`config.mk`:
```
export PLATFORM = sky130hd
export DESIGN_NAME = quadrature_counter_display
export DESIGN_NICKNAME = d
export VERILOG_FILES = /design/src/hdl/qcd_pkg.sv /design/src/hdl/qcd_encoder.sv /design/src/hdl/qcd_display.sv /design/src/hdl/quadrature_counter_display.sv
export SDC_FILE = /design/constraint.sdc
export NUM_CORES = 1
export LEC_CHECK = 0
export BUFFER_PORTS_ARGS = -buffer_cell sky130_fd_sc_hd__buf_2
export CORE_ASPECT_RATIO = 0.5
export CORE_MARGIN = 2
export CORE_UTILIZATION = 54
export CTS_CLUSTER_SIZE = 24
export DETAILED_ROUTE_END_ITERATION = 8
export GPL_TIMING_DRIVEN = 0
export PLACE_DENSITY_LB_ADDON = 0.25
export REMOVE_ABC_BUFFERS = 1
export SLEW_MARGIN = 20
export SYNTH_ARGS = -nofsm -noshare
export SYNTH_HDL_FRONTEND = slang
export SYNTH_HIERARCHICAL = 1
export SYNTH_SLANG_ARGS = --single-unit
```
`constraint.sdc`:
```
create_clock -name clk -period 7.89 [get_ports clk]
set_input_delay 0.3945 -clock clk [delete_from_list [all_inputs] [get_ports clk]]
set_output_delay 0.3945 -clock clk [all_outputs]
set_load 0.01 [all_outputs]
```
`src/hdl/qcd_pkg.sv`:
```
// Shared types, constants and digit helpers for the quadrature counter display.
package qcd_pkg;

    localparam int unsigned QualWidth   = 8;
    localparam int unsigned ChangeWidth = 4;
    localparam int unsigned MuxWidth    = 8;
    localparam int unsigned CountWidth  = 8;
    localparam int unsigned SegWidth    = 7;
    localparam int unsigned EnWidth     = 2;
    localparam int unsigned MagWidth    = 7;
    localparam int unsigned DigitWidth  = 4;

    localparam logic signed [CountWidth-1:0] CountMax = 8'sd99;
    localparam logic signed [CountWidth-1:0] CountMin = -8'sd99;

    localparam logic [QualWidth-1:0]   QualifyReset = 8'd16;
    localparam logic [ChangeWidth-1:0] ChangeReset  = 4'd4;
    localparam logic [MuxWidth-1:0]    MuxReset     = 8'd16;

    localparam logic [1:0] PinsIdle = 2'b11;
    localparam logic [SegWidth-1:0] SegBlank = 7'h7F;

    // Register indexes on the configuration port
    localparam logic [1:0] RegQualifyCount   = 2'd0;
    localparam logic [1:0] RegChangesPerStep = 2'd1;
    localparam logic [1:0] RegMuxPeriod      = 2'd2;

    // Digit enable codes
    localparam logic [EnWidth-1:0] EnNone  = 2'd0;
    localparam logic [EnWidth-1:0] EnUnits = 2'd1;
    localparam logic [EnWidth-1:0] EnTens  = 2'd2;

    typedef struct packed {
        logic [QualWidth-1:0]   qualify_count;
        logic [ChangeWidth-1:0] changes_per_step;
        logic [MuxWidth-1:0]    mux_period;
    } cfg_t;

    // Active-high font, bit0 segment a .. bit6 segment g
    localparam logic [SegWidth-1:0] DigitFont [10] = '{
        7'h3F, 7'h06, 7'h5B, 7'h4F, 7'h66, 7'h6D, 7'h7D, 7'h07, 7'h7F, 7'h67
    };

    // Tens digit of a value below 100: multiply by 205/2048
    function automatic logic [DigitWidth-1:0] tens_of(input logic [MagWidth-1:0] mag);
        logic [MagWidth+8-1:0] prod;
        prod = {8'd0, mag} * 15'd205;
        return prod[14:11];
    endfunction

    function automatic logic [DigitWidth-1:0] units_of(input logic [MagWidth-1:0] mag);
        logic [DigitWidth-1:0] tens;
        logic [MagWidth-1:0]   tens_x10;
        tens     = tens_of(mag);
        tens_x10 = {tens, 3'b000} + {2'b00, tens, 1'b0};
        return DigitWidth'(mag - tens_x10);
    endfunction

endpackage

```
`src/hdl/qcd_encoder.sv`:
```
// Debounce qualifier, change divider and saturating up/down counter.
module qcd_encoder (
    input  logic                                  clk,
    input  logic                                  rst_n,
    input  logic                                  advance,
    input  logic [1:0]                            sample,
    input  qcd_pkg::cfg_t                         cfg,
    output logic signed [qcd_pkg::CountWidth-1:0] count_next,
    output logic signed [qcd_pkg::CountWidth-1:0] count_reg
);

    logic [1:0]                       pins_reg, pins_next;
    logic [qcd_pkg::QualWidth-1:0]    qual_reg, qual_next;
    logic [qcd_pkg::ChangeWidth-1:0]  change_reg, change_next;
    logic [qcd_pkg::ChangeWidth-1:0]  change_inc;
    logic                             count_up;

    always_comb
    begin
        pins_next   = pins_reg;
        qual_next   = qual_reg;
        change_next = change_reg;
        count_next  = count_reg;
        change_inc  = change_reg + 1'b1;
        count_up    = (sample[0] == pins_reg[1]);
        if (sample != pins_reg)
        begin
            if (qual_reg == cfg.qualify_count)
            begin
                pins_next = sample;
                qual_next = '0;
                if (change_inc == cfg.changes_per_step)
                begin
                    change_next = '0;
                    if (count_up)
                    begin
                        if (count_reg < qcd_pkg::CountMax)
                            count_next = count_reg + 8'sd1;
                    end
                    else
                    begin
                        if (count_reg > qcd_pkg::CountMin)
                            count_next = count_reg - 8'sd1;
                    end
                end
                else
                begin
                    change_next = change_inc;
                end
            end
            else
            begin
                qual_next = qual_reg + 1'b1;
            end
        end
    end

    always_ff @(posedge clk or negedge rst_n)
    begin
        if (!rst_n)
        begin
            pins_reg   <= qcd_pkg::PinsIdle;
            qual_reg   <= '0;
            change_reg <= '0;
            count_reg  <= '0;
        end
        else if (advance)
        begin
            pins_reg   <= pins_next;
            qual_reg   <= qual_next;
            change_reg <= change_next;
            count_reg  <= count_next;
        end
    end

endmodule

```
`src/hdl/qcd_display.sv`:
```
// Digit multiplexer: alternates tens and units of |count| onto the segments.
module qcd_display (
    input  logic                                  clk,
    input  logic                                  rst_n,
    input  logic                                  advance,
    input  logic signed [qcd_pkg::CountWidth-1:0] count,
    input  qcd_pkg::cfg_t                         cfg,
    output logic [qcd_pkg::SegWidth-1:0]          segment_reg,
    output logic [qcd_pkg::EnWidth-1:0]           enable_reg
);

    logic [qcd_pkg::MuxWidth-1:0]   mux_reg, mux_next;
    logic                           units_reg, units_next;
    logic [qcd_pkg::SegWidth-1:0]   segment_next;
    logic [qcd_pkg::EnWidth-1:0]    enable_next;
    logic [qcd_pkg::CountWidth-1:0] abs_count;
    logic [qcd_pkg::MagWidth-1:0]   mag;
    logic [qcd_pkg::DigitWidth-1:0] digit;

    assign abs_count = count[qcd_pkg::CountWidth-1] ? -count : count;
    assign mag       = abs_count[qcd_pkg::MagWidth-1:0];

    always_comb
    begin
        units_next   = units_reg;
        segment_next = segment_reg;
        enable_next  = enable_reg;
        mux_next     = mux_reg + 1'b1;
        digit        = qcd_pkg::units_of(mag);
        if (mux_reg == cfg.mux_period)
        begin
            units_next = ~units_reg;
            mux_next   = qcd_pkg::MuxWidth'(1);
            if (units_next)
            begin
                digit       = qcd_pkg::units_of(mag);
                enable_next = qcd_pkg::EnUnits;
            end
            else
            begin
                digit       = qcd_pkg::tens_of(mag);
                enable_next = qcd_pkg::EnTens;
            end
            segment_next = ~qcd_pkg::DigitFont[digit];
        end
    end

    always_ff @(posedge clk or negedge rst_n)
    begin
        if (!rst_n)
        begin
            mux_reg     <= '0;
            units_reg   <= 1'b1;
            segment_reg <= qcd_pkg::SegBlank;
            enable_reg  <= qcd_pkg::EnNone;
        end
        else if (advance)
        begin
            mux_reg     <= mux_next;
            units_reg   <= units_next;
            segment_reg <= segment_next;
            enable_reg  <= enable_next;
        end
    end

endmodule

```
`src/hdl/quadrature_counter_display.sv`:
```
// Top level of the quadrature counter with two-digit multiplexed display.
// Each input beat is one tick carrying a sample of the two encoder pins; each
// tick yields exactly one output beat with the count, the active-low segment
// pattern and the digit enable as they stand after that tick. One beat is
// taken per clock while the output is not stalled: a sample is held in the
// input register, then the encoder and display state update when the result
// slot is free, and those state registers are the result register. Write
// configuration only while no beat is in flight.
module quadrature_counter_display (
    input  logic        clk,
    input  logic        rst_n,
    input  logic        s_tvalid,
    output logic        s_tready,
    input  logic [7:0]  s_tdata,   // [0] pin_a, [1] pin_b, rest zero
    output logic        m_tvalid,
    input  logic        m_tready,
    output logic [23:0] m_tdata,   // [7:0] count_value, [14:8] segments_n,
                                   // [16:15] digit_enable, rest zero
    input  logic        cfg_we,
    input  logic [1:0]  cfg_index,
    input  logic [7:0]  cfg_data
);

    qcd_pkg::cfg_t cfg_reg;

    logic       in_valid_reg;
    logic [1:0] sample_reg;
    logic       out_valid_reg;
    logic       advance;

    logic signed [qcd_pkg::CountWidth-1:0] count_next;
    logic signed [qcd_pkg::CountWidth-1:0] count_reg;
    logic [qcd_pkg::SegWidth-1:0]          segment_reg;
    logic [qcd_pkg::EnWidth-1:0]           enable_reg;

    always_ff @(posedge clk or negedge rst_n)
    begin
        if (!rst_n)
        begin
            cfg_reg.qualify_count    <= qcd_pkg::QualifyReset;
            cfg_reg.changes_per_step <= qcd_pkg::ChangeReset;
            cfg_reg.mux_period       <= qcd_pkg::MuxReset;
        end
        else if (cfg_we)
        begin
            unique case (cfg_index)
                qcd_pkg::RegQualifyCount:   cfg_reg.qualify_count    <= cfg_data;
                qcd_pkg::RegChangesPerStep: cfg_reg.changes_per_step <= cfg_data[3:0];
                qcd_pkg::RegMuxPeriod:      cfg_reg.mux_period       <= cfg_data;
                default:                    ;
            endcase
        end
    end

    // Move the held sample into the state when the result slot is free
    assign advance  = in_valid_reg && (!out_valid_reg || m_tready);
    assign s_tready = !in_valid_reg || advance;

    always_ff @(posedge clk or negedge rst_n)
    begin
        if (!rst_n)
        begin
            in_valid_reg  <= 1'b0;
            out_valid_reg <= 1'b0;
        end
        else
        begin
            if (s_tready)
                in_valid_reg <= s_tvalid;
            if (advance)
                out_valid_reg <= 1'b1;
            else if (m_tready)
                out_valid_reg <= 1'b0;
        end
    end

    always_ff @(posedge clk)
    begin
        if (s_tvalid && s_tready)
            sample_reg <= s_tdata[1:0];
    end

    qcd_encoder u_encoder (
        .clk        (clk),
        .rst_n      (rst_n),
        .advance    (advance),
        .sample     (sample_reg),
        .cfg        (cfg_reg),
        .count_next (count_next),
        .count_reg  (count_reg)
    );

    qcd_display u_display (
        .clk         (clk),
        .rst_n       (rst_n),
        .advance     (advance),
        .count       (count_next),
        .cfg         (cfg_reg),
        .segment_reg (segment_reg),
        .enable_reg  (enable_reg)
    );

    assign m_tvalid = out_valid_reg;
    assign m_tdata  = {7'd0, enable_reg, segment_reg, count_reg};

endmodule

```
======== Yosys cells after proc, flatten, opt, wreduce, memory -nomap -nowiden ========
Memory sizes are Yosys's and may differ from the RTL's.
Cells that the tools add are included.
W data, S select, Z words.
storage, ports and cells
  register bits ........................... 64
  bits in read-only memories .............. 112
  memories kept ........................... 1
operators by class
  add/subtract/negate cells ............... 8
  $mul .................................... 1
  $lt $le $gt $ge ......................... 3
  equal/unequal tests ..................... 7
  muxes and demuxes ....................... 17
  bitwise operators ....................... 3
  reduce and logical (&&, ||, !) cells .... 14
memories
  memory           words  width  rd ports  clocked after memory_dff  write ports  line               RTL
  (no name shown)  16     7      1         0                         0            qcd_display.sv:44  segment_next = ~qcd_pkg::DigitFont[digit];
operators by type and width
  kind                    count
  $mux W8                 8
  $mux W7                 3
  $add A8 B1 Y8 const B   2
  $eq A8 B8 Y1            2
  $mul A7 B8 Y15 const B  1
  $mux W4                 3
  $reduce_and A2 Y1       5
  $add A8 B2 Y8 const B   1
  $gt A8 B8 Y1 const B    1
  $lt A8 B8 Y1 const B    1
  $sub A8 B2 Y8 const B   1
  $neg A7 Y7              1
  $not A7 Y7              1
  $ge A5 B5 Y1 const B    1
  $not A4 Y5              1
  $add A4 B1 Y4 const B   1
  $add A4 B4 Y4           1
  $eq A4 B4 Y1            1
  $sub A4 B4 Y4           1
  $reduce_and A3 Y1       1
  $eq A2 B1 Y1 const B    1
  $eq A2 B2 Y1 const B    1
  $logic_and A1 B1 Y1     2
  $logic_not A1 Y1        2
  other kinds (8)         10

======== Depth between registers and ports, before layout ========
  depth after elaboration ................. 18
  depth in mapped cells ................... 35
  gate-level depth less buffers ........... 34

======== Modules after synthesis ========
The synthesis kept the hierarchy.
by module, submodules not included
  module                      times used  cells an instance  area an instance (sq um)
  qcd_display                 1           239                2185.8
  qcd_encoder                 1           186                1694.1
  quadrature_counter_display  1           61                 972.2

======== Worst setup path after synthesis ========
Ideal clock, no wire load.
  path type ............................... register to register
  start ................................... register u_encoder/change_reg[0] in the netlist's numbering
  end ..................................... register u_display/segment_reg[5] in the netlist's numbering
  library setup time ...................... 0.097 ns
  arrival ................................. 7.572 ns
  path slack .............................. 0.221 ns
  cell stages (with the launch flop) ...... 32
  clock period less this slack ............ 7.669 ns
  cells stage by stage .................... dfrtp_1 > ha_1 > xnor2_1 > nand3_1 > nor4_2 > buf_4 > nand3_1 > xnor2_1 > inv_1 > ha_1 > or3b_2 > o31ai_1 > xor2_1 > inv_1 > ha_1 > ha_1 > fa_1 > inv_1 > fa_1 > inv_1 > ha_1 > a311o_1 > a211o_1 > a31oi_1 > xnor2_1 > ha_1 > xor2_1 > and4_4 > or4_4 > and3_1 > buf_6 > o41ai_4
on the way
  word-level cells in the longest chain between the ends .. 17
ends and longest elaborated chain
  element                                          line                              RTL
  start: declaration                               qcd_encoder.sv:14                 logic [qcd_pkg::ChangeWidth-1:0] change_reg, change_next;
  start signal: assignment                         qcd_encoder.sv:71                 change_reg <= change_next;
  $add A4 B1 Y4 (*)                                qcd_encoder.sv:24                 change_inc = change_reg + 1'b1;
  $eq A4 B4 Y1 (*)                                 qcd_encoder.sv:32                 if (change_inc == cfg.changes_per_step)
  $mux W8 (*)                                      qcd_encoder.sv:32
  $mux W8 (*)                                      qcd_encoder.sv:28                 if (qual_reg == cfg.qualify_count)
  $mux W8 (*)                                      qcd_encoder.sv:26                 if (sample != pins_reg)
  via count_next (one bit)                         quadrature_counter_display.sv:31  logic signed [qcd_pkg::CountWidth-1:0] count_next;
  $neg A7 Y7                                       qcd_display.sv:20                 assign abs_count = count[qcd_pkg::CountWidth-1] ? -count : count;
  $mux W7 (*)                                      qcd_display.sv:20
  $mul A7 B8 Y15                                   --
  $add A4 B4 Y4                                    qcd_pkg.sv:55                     tens_x10 = {tens, 3'b000} + {2'b00, tens, 1'b0};
  $sub A4 B4 Y4                                    qcd_pkg.sv:56                     return DigitWidth'(mag - tens_x10);
  $mux W4 (*)                                      qcd_display.sv:34                 if (units_next)
  $mux W4 (*)                                      qcd_display.sv:30                 if (mux_reg == cfg.mux_period)
  $not A4 Y5 (implied by the code) (*)             qcd_display.sv:44
  $mem_v2 Z16 W7 (*)                               --
  $mux W7 (implied by the code) (*) (2 in series)  qcd_display.sv:44
  $not A7 Y7 (*)                                   qcd_display.sv:44
  end signal: assignment                           qcd_display.sv:54                 segment_reg <= qcd_pkg::SegBlank;
  end signal: assignment                           qcd_display.sv:61                 segment_reg <= segment_next;
  end: declaration                                 qcd_display.sv:8                  output logic [qcd_pkg::SegWidth-1:0] segment_reg,
The timed path passes the listed nets; every way through them passes the cells marked *. The select of a mux whose other input is x is not followed.
A chain may end at the register's enable or synchronous reset.

======== Worst setup path in the final report ========
  start ................................... register u_encoder/change_reg[1] in the netlist's numbering
  end ..................................... register u_display/segment_reg[5] in the netlist's numbering
The elaborated chain is that of the path after synthesis.

==> impl_table.tex <==
\begin{tabular}{lr}
\hline
Metric & Value \\
\hline
\multicolumn{2}{l}{\textbf{Pwr}} \\
Switching share of power & 32.5\% \\
Int Power & 0.000836 W \\
Leak pwr & 2.63 nW \\
Sequential cell fraction of total power & around two fifths \\
Logic gate share of total power & between 20\% and 30\% \\
Switching power total & between 0.0004 and 0.0005 W \\
Power density over the cells & about 210 nW/um\^{}2 \\
Worst IR drop on VDD & between 150 and 200 uV \\
Final Power & 0.00124 W \\
Clock power frac & between 30 and 40\% \\
\multicolumn{2}{l}{\textbf{Die}} \\
DIE HEIGHT & between 70 and 80 microns \\
Die boundary width & 138 microns \\
Top-level I/O count & just under 50 \\
Starting density of the core & around 56\% \\
Standard-cell row count & 24 \\
Full die area & 9810 sq um \\
Area of the core region & just under 9000 sq um \\
\multicolumn{2}{l}{\textbf{Clock tree}} \\
Clk root buf & clkbuf\_16 \\
Clock-pin slew of the registers on the worst-case setup and hold paths & roughly 0.050 ns \\
Clock Latency Late Sink & $\sim$0.33 ns \\
Maximum number of buffers from clock root to sink & 2 \\
Inserted Clock Buffers & 9 \\
Number of buffers inserted by hold repair at cts & 0 \\
Clock Sink Count & 64 \\
H-tree depth reported by CTS & 3 \\
CTS tree & done \\
\multicolumn{2}{l}{\textbf{STA}} \\
Transition time of the tightest slew-check pin & 0.773 ns \\
Max Slew Vio Count & 0 \\
Final sum of negative setup slack & 0 ns \\
Worst max-slew margin expressed relative to the limit & between 40\% and 50\% \\
Hold violation total from the final report & 0 \\
Highest Clock Rate & 131 MHz \\
Finish-stage setup viols & 0 \\
Post-route minimum period & between 7 and 8 ns \\
Final clock skew & slightly below 0.005 ns \\
Fraction of the cycle the final worst path needs & a little over nine tenths \\
\multicolumn{2}{l}{\textbf{Worst setup path}} \\
Number of buffers and inverters on the critical path & 4 \\
Reg-to-Reg Start & u\_encoder/change\_reg[1]\$\_DFFE\_PN0P\_ \\
Cell type group with the largest total delay on the critical path & adder cells \\
Delay of the slowest cell on the worst path & 0.52 ns \\
Kind of start point of the critical path & flip-flop \\
Worst Reg2Reg Path Length in Cells & 30 \\
Slack of the worst reg-to-reg path & roughly 0.26 ns \\
Required time at the endpoint of the critical path & roughly 8.1 ns \\
Critical path class & reg -> reg \\
Highest-delay cell along the critical path & or4\_4 \\
Endpoint arrival time on the critical path & about 7.9 ns \\
Reg-to-reg critical path endpoint & u\_display/segment\_reg[5]\$\_DFFE\_PN1P\_ \\
Maximum fanout along the worst path & 7 \\
Most common cell type on the critical path & ha\_1 \\
Crit path capture type & flip-flop \\
\multicolumn{2}{l}{\textbf{Global route}} \\
Wire length of the first global-routing pass & 16200 microns \\
Initial antenna violation count & 0 \\
Overall overflow remaining after global route & 0 \\
Number of global-route vias before repair & $\sim$3400 \\
Largest net degree at the start of global routing & 63 \\
Global-route usage over all layers & $\sim$20\% \\
\multicolumn{2}{l}{\textbf{Placement}} \\
Number of placed cells counting well taps & 622 \\
Port Buf Inserts & 35 \\
Final HPWL DP & between 6000 and 7000 microns \\
RePlAce Congestion & 0.899 \\
Total cell area at the placement stage & approximately 5100 sq um \\
\multicolumn{2}{l}{\textbf{Detailed routing}} \\
Mean routed wirelength per cell & around 15 microns \\
Drt first pass iters & 4 \\
Total vias in the final route & 3681 \\
DRC errors left & 0 \\
Highest signal layer in the routed design & met4 \\
Count of antenna-violating nets left after detailed routing & 0 \\
Routed wire length on met3 & roughly 390 microns \\
Length of routed met2 wiring & slightly below 5000 microns \\
Number of vias per cell & around 5.6 \\
Wire length on met1 & around 4600 microns \\
Final Routed Wirelength & 9950 microns \\
Number of violations reported at the end of detailed-routing iteration 0 & around 260 \\
\multicolumn{2}{l}{\textbf{Yosys}} \\
Number of flops mapped to enable cells by yosys & 2 \\
Portion of the post-synthesis area used by sequential elements & around 34\% \\
Post-synth top flop & dfrtp\_1 \\
Cells after Synth & slightly below 500 \\
Library cells used by synthesis & between 70 and 80 \\
Post-synthesis async set-or-reset flop share & between 90\% and 100\% \\
Netlist Area Pre-Place & a little under 5000 sq um \\
Avg Cell Area, Syn & 9.98 sq um \\
Synth warnings & 6 \\
Number of storage elements in the synthesis netlist & 64 \\
\multicolumn{2}{l}{\textbf{Finish}} \\
Final design instance area without fill & 5800 sq um \\
Number of nets in the layout & a little over 600 \\
Layout Utilization & between 60 and 70\% \\
Area Growth Syn to Fin & 19.6\% \\
Final Instance Count excl. Fillers & around 660 \\
Ant diodes & 0 \\
Max FFs per register & 20 \\
Fraction of final layout cells sized beyond drive strength 1 & a little under a third \\
\multicolumn{2}{l}{\textbf{Run status}} \\
Result of the run & finished clean \\
\multicolumn{2}{l}{\textbf{Min path}} \\
Worst Hold Class & in -> async \\
\multicolumn{2}{l}{\textbf{Job}} \\
Max-cap violations & 0 \\
\hline
\end{tabular}
[placed cells by master (no fill, tap or decap), drive strengths merged, types with 13 or more instances in the layout]
cell type,count
buf,55
nor2,26
dfrtp,49
dfstp,13
xnor2,41
a21oi,16
mux2,22
ha,47
o21ai,18
nand2,34
inv,39
nand3,29
[logic make-up (layout without fill, tap and decap cells)]
kind of cell / Yosys count / in the layout / share of synthesized area (%)
buffers and inverters: 60 / 109 / 5.78
other: 1 / 7 / 0.0773
and+or+nand+nor: 151 / 151 / 17.9
muxes: 26 / 26 / 5.93
DFF: 64 / 64 / 33.5
xor gates and xnor gates: 53 / 53 / 10.2
AOI/OAI and AO/OA: 76 / 76 / 11.2
adders and majority gates: 55 / 55 / 15.4
[cells in the mapped netlist (2+ instances only)]
cell / count / share of area (%)
a21o_1: 2 / 0.31
a21oi_1: 15 / 1.5
a22o_1: 2 / 0.36
a31oi_1: 5 / 0.64
and2_1: 4 / 0.52
and3_1: 5 / 0.64
and4_1: 2 / 0.36
buf_2: 2 / 0.21
buf_4: 8 / 1.2
buf_6: 3 / 0.70
clkbuf_1: 8 / 0.62
dfrtp_1: 49 / 25
dfstp_2: 13 / 7.0
edfxtp_1: 2 / 1.2
fa_1: 8 / 3.3
ha_1: 47 / 12
inv_1: 38 / 2.9
mux2_2: 22 / 5.1
mux2i_1: 4 / 0.83
nand2_1: 34 / 2.6
nand2b_1: 5 / 0.64
nand3_1: 27 / 2.8
nand3_2: 2 / 0.41
nand3b_1: 4 / 0.62
nand4_1: 10 / 1.3
nor2_1: 25 / 1.9
nor2b_1: 2 / 0.26
nor3_1: 7 / 0.72
nor3_4: 2 / 0.67
o211ai_1: 3 / 0.46
o21ai_0: 15 / 1.5
o21ai_1: 3 / 0.31
o22ai_1: 5 / 0.64
o31ai_1: 6 / 0.93
or3_1: 4 / 0.52
or4_1: 2 / 0.31
xnor2_1: 39 / 7.0
xnor2_2: 2 / 0.67
xor2_1: 11 / 2.0
[layout make-up]
| cell class | count | area (sq um) |
|---|---|---|
| Fill cell | 708 | 2900 |
| Multi-Input combinational cell | 368 | 3230 |
| Tap cell | 117 | 146 |
| Clock buffer | 11 | 264 |
| Inverter | 38 | 143 |
| Sequential cell | 64 | 1630 |
| Timing Repair Buffer | 55 | 332 |
| Clock inverter | 5 | 61.3 |
[worst max-delay path by stage]
stage	start	end	cells after the start
detailed placement	u_encoder/change_reg[0]$_DFFE_PN0P_	u_display/segment_reg[5]$_DFFE_PN1P_	29
global route	u_encoder/change_reg[1]$_DFFE_PN0P_	u_display/segment_reg[5]$_DFFE_PN1P_	32
floorplan	u_encoder/change_reg[0]$_DFFE_PN0P_	u_display/segment_reg[5]$_DFFE_PN1P_	29
global placement	u_encoder/change_reg[0]$_DFFE_PN0P_	u_display/segment_reg[5]$_DFFE_PN1P_	29
finish	u_encoder/change_reg[1]$_DFFE_PN0P_	u_display/segment_reg[5]$_DFFE_PN1P_	30
CTS	u_encoder/change_reg[0]$_DFFE_PN0P_	u_display/segment_reg[5]$_DFFE_PN1P_	31
[through the flow]
step,worst slack (ns),hold WS [ns]
finish,0.264,0.141
global placement,-0.928,0.456
CTS,0.000488,0.165
global route,-0.0996,0.200
floorplan,-0.0197,0.0989
detailed placement,-0.965,0.460
[metal layers]
metal  track usage (%)  vias up
met3              5.28       11
met2              33.7       82
met4              4.99        0
met1              28.0     1779
li1                  -     1809
met5                 0        -
[power by group through the flow]
stage | sequential [W] | combinational (W) | clock [W]
2_1_floorplan | 0.000467 | 0.000230 | 0
3_3_place_gp | 0.000485 | 0.000279 | 0
3_5_place_dp | 0.000486 | 0.000286 | 0
4_1_cts | 0.000483 | 0.000305 | 0.000428
5_1_grt | 0.000495 | 0.000370 | 0.000445
6_report | 0.000486 | 0.000333 | 0.000419
[worst register-to-register path, delay by kind of cell (launching register included)]
kind | cells | cell delay, ns
AO/OA/AOI/OAI | 5 | 1.01
XOR/XNOR | 4 | 0.98
adder cells (fa/ha/maj) | 8 | 2.47
buffers and inverters | 4 | 0.43
flip-flops | 1 | 0.43
AND/OR/NAND/NOR | 9 | 2.25
[timing repair]
| item | in CTS | in global routing |
|---|---|---|
| cloned | 0 | 0 |
| resized for setup | 10 | 43 |
| setup buffers | 5 | 15 |
| pin swaps | 4 | 21 |
| endpoints found under the setup margin | 7 | 7 |
Power figures use the tool's default switching activity.
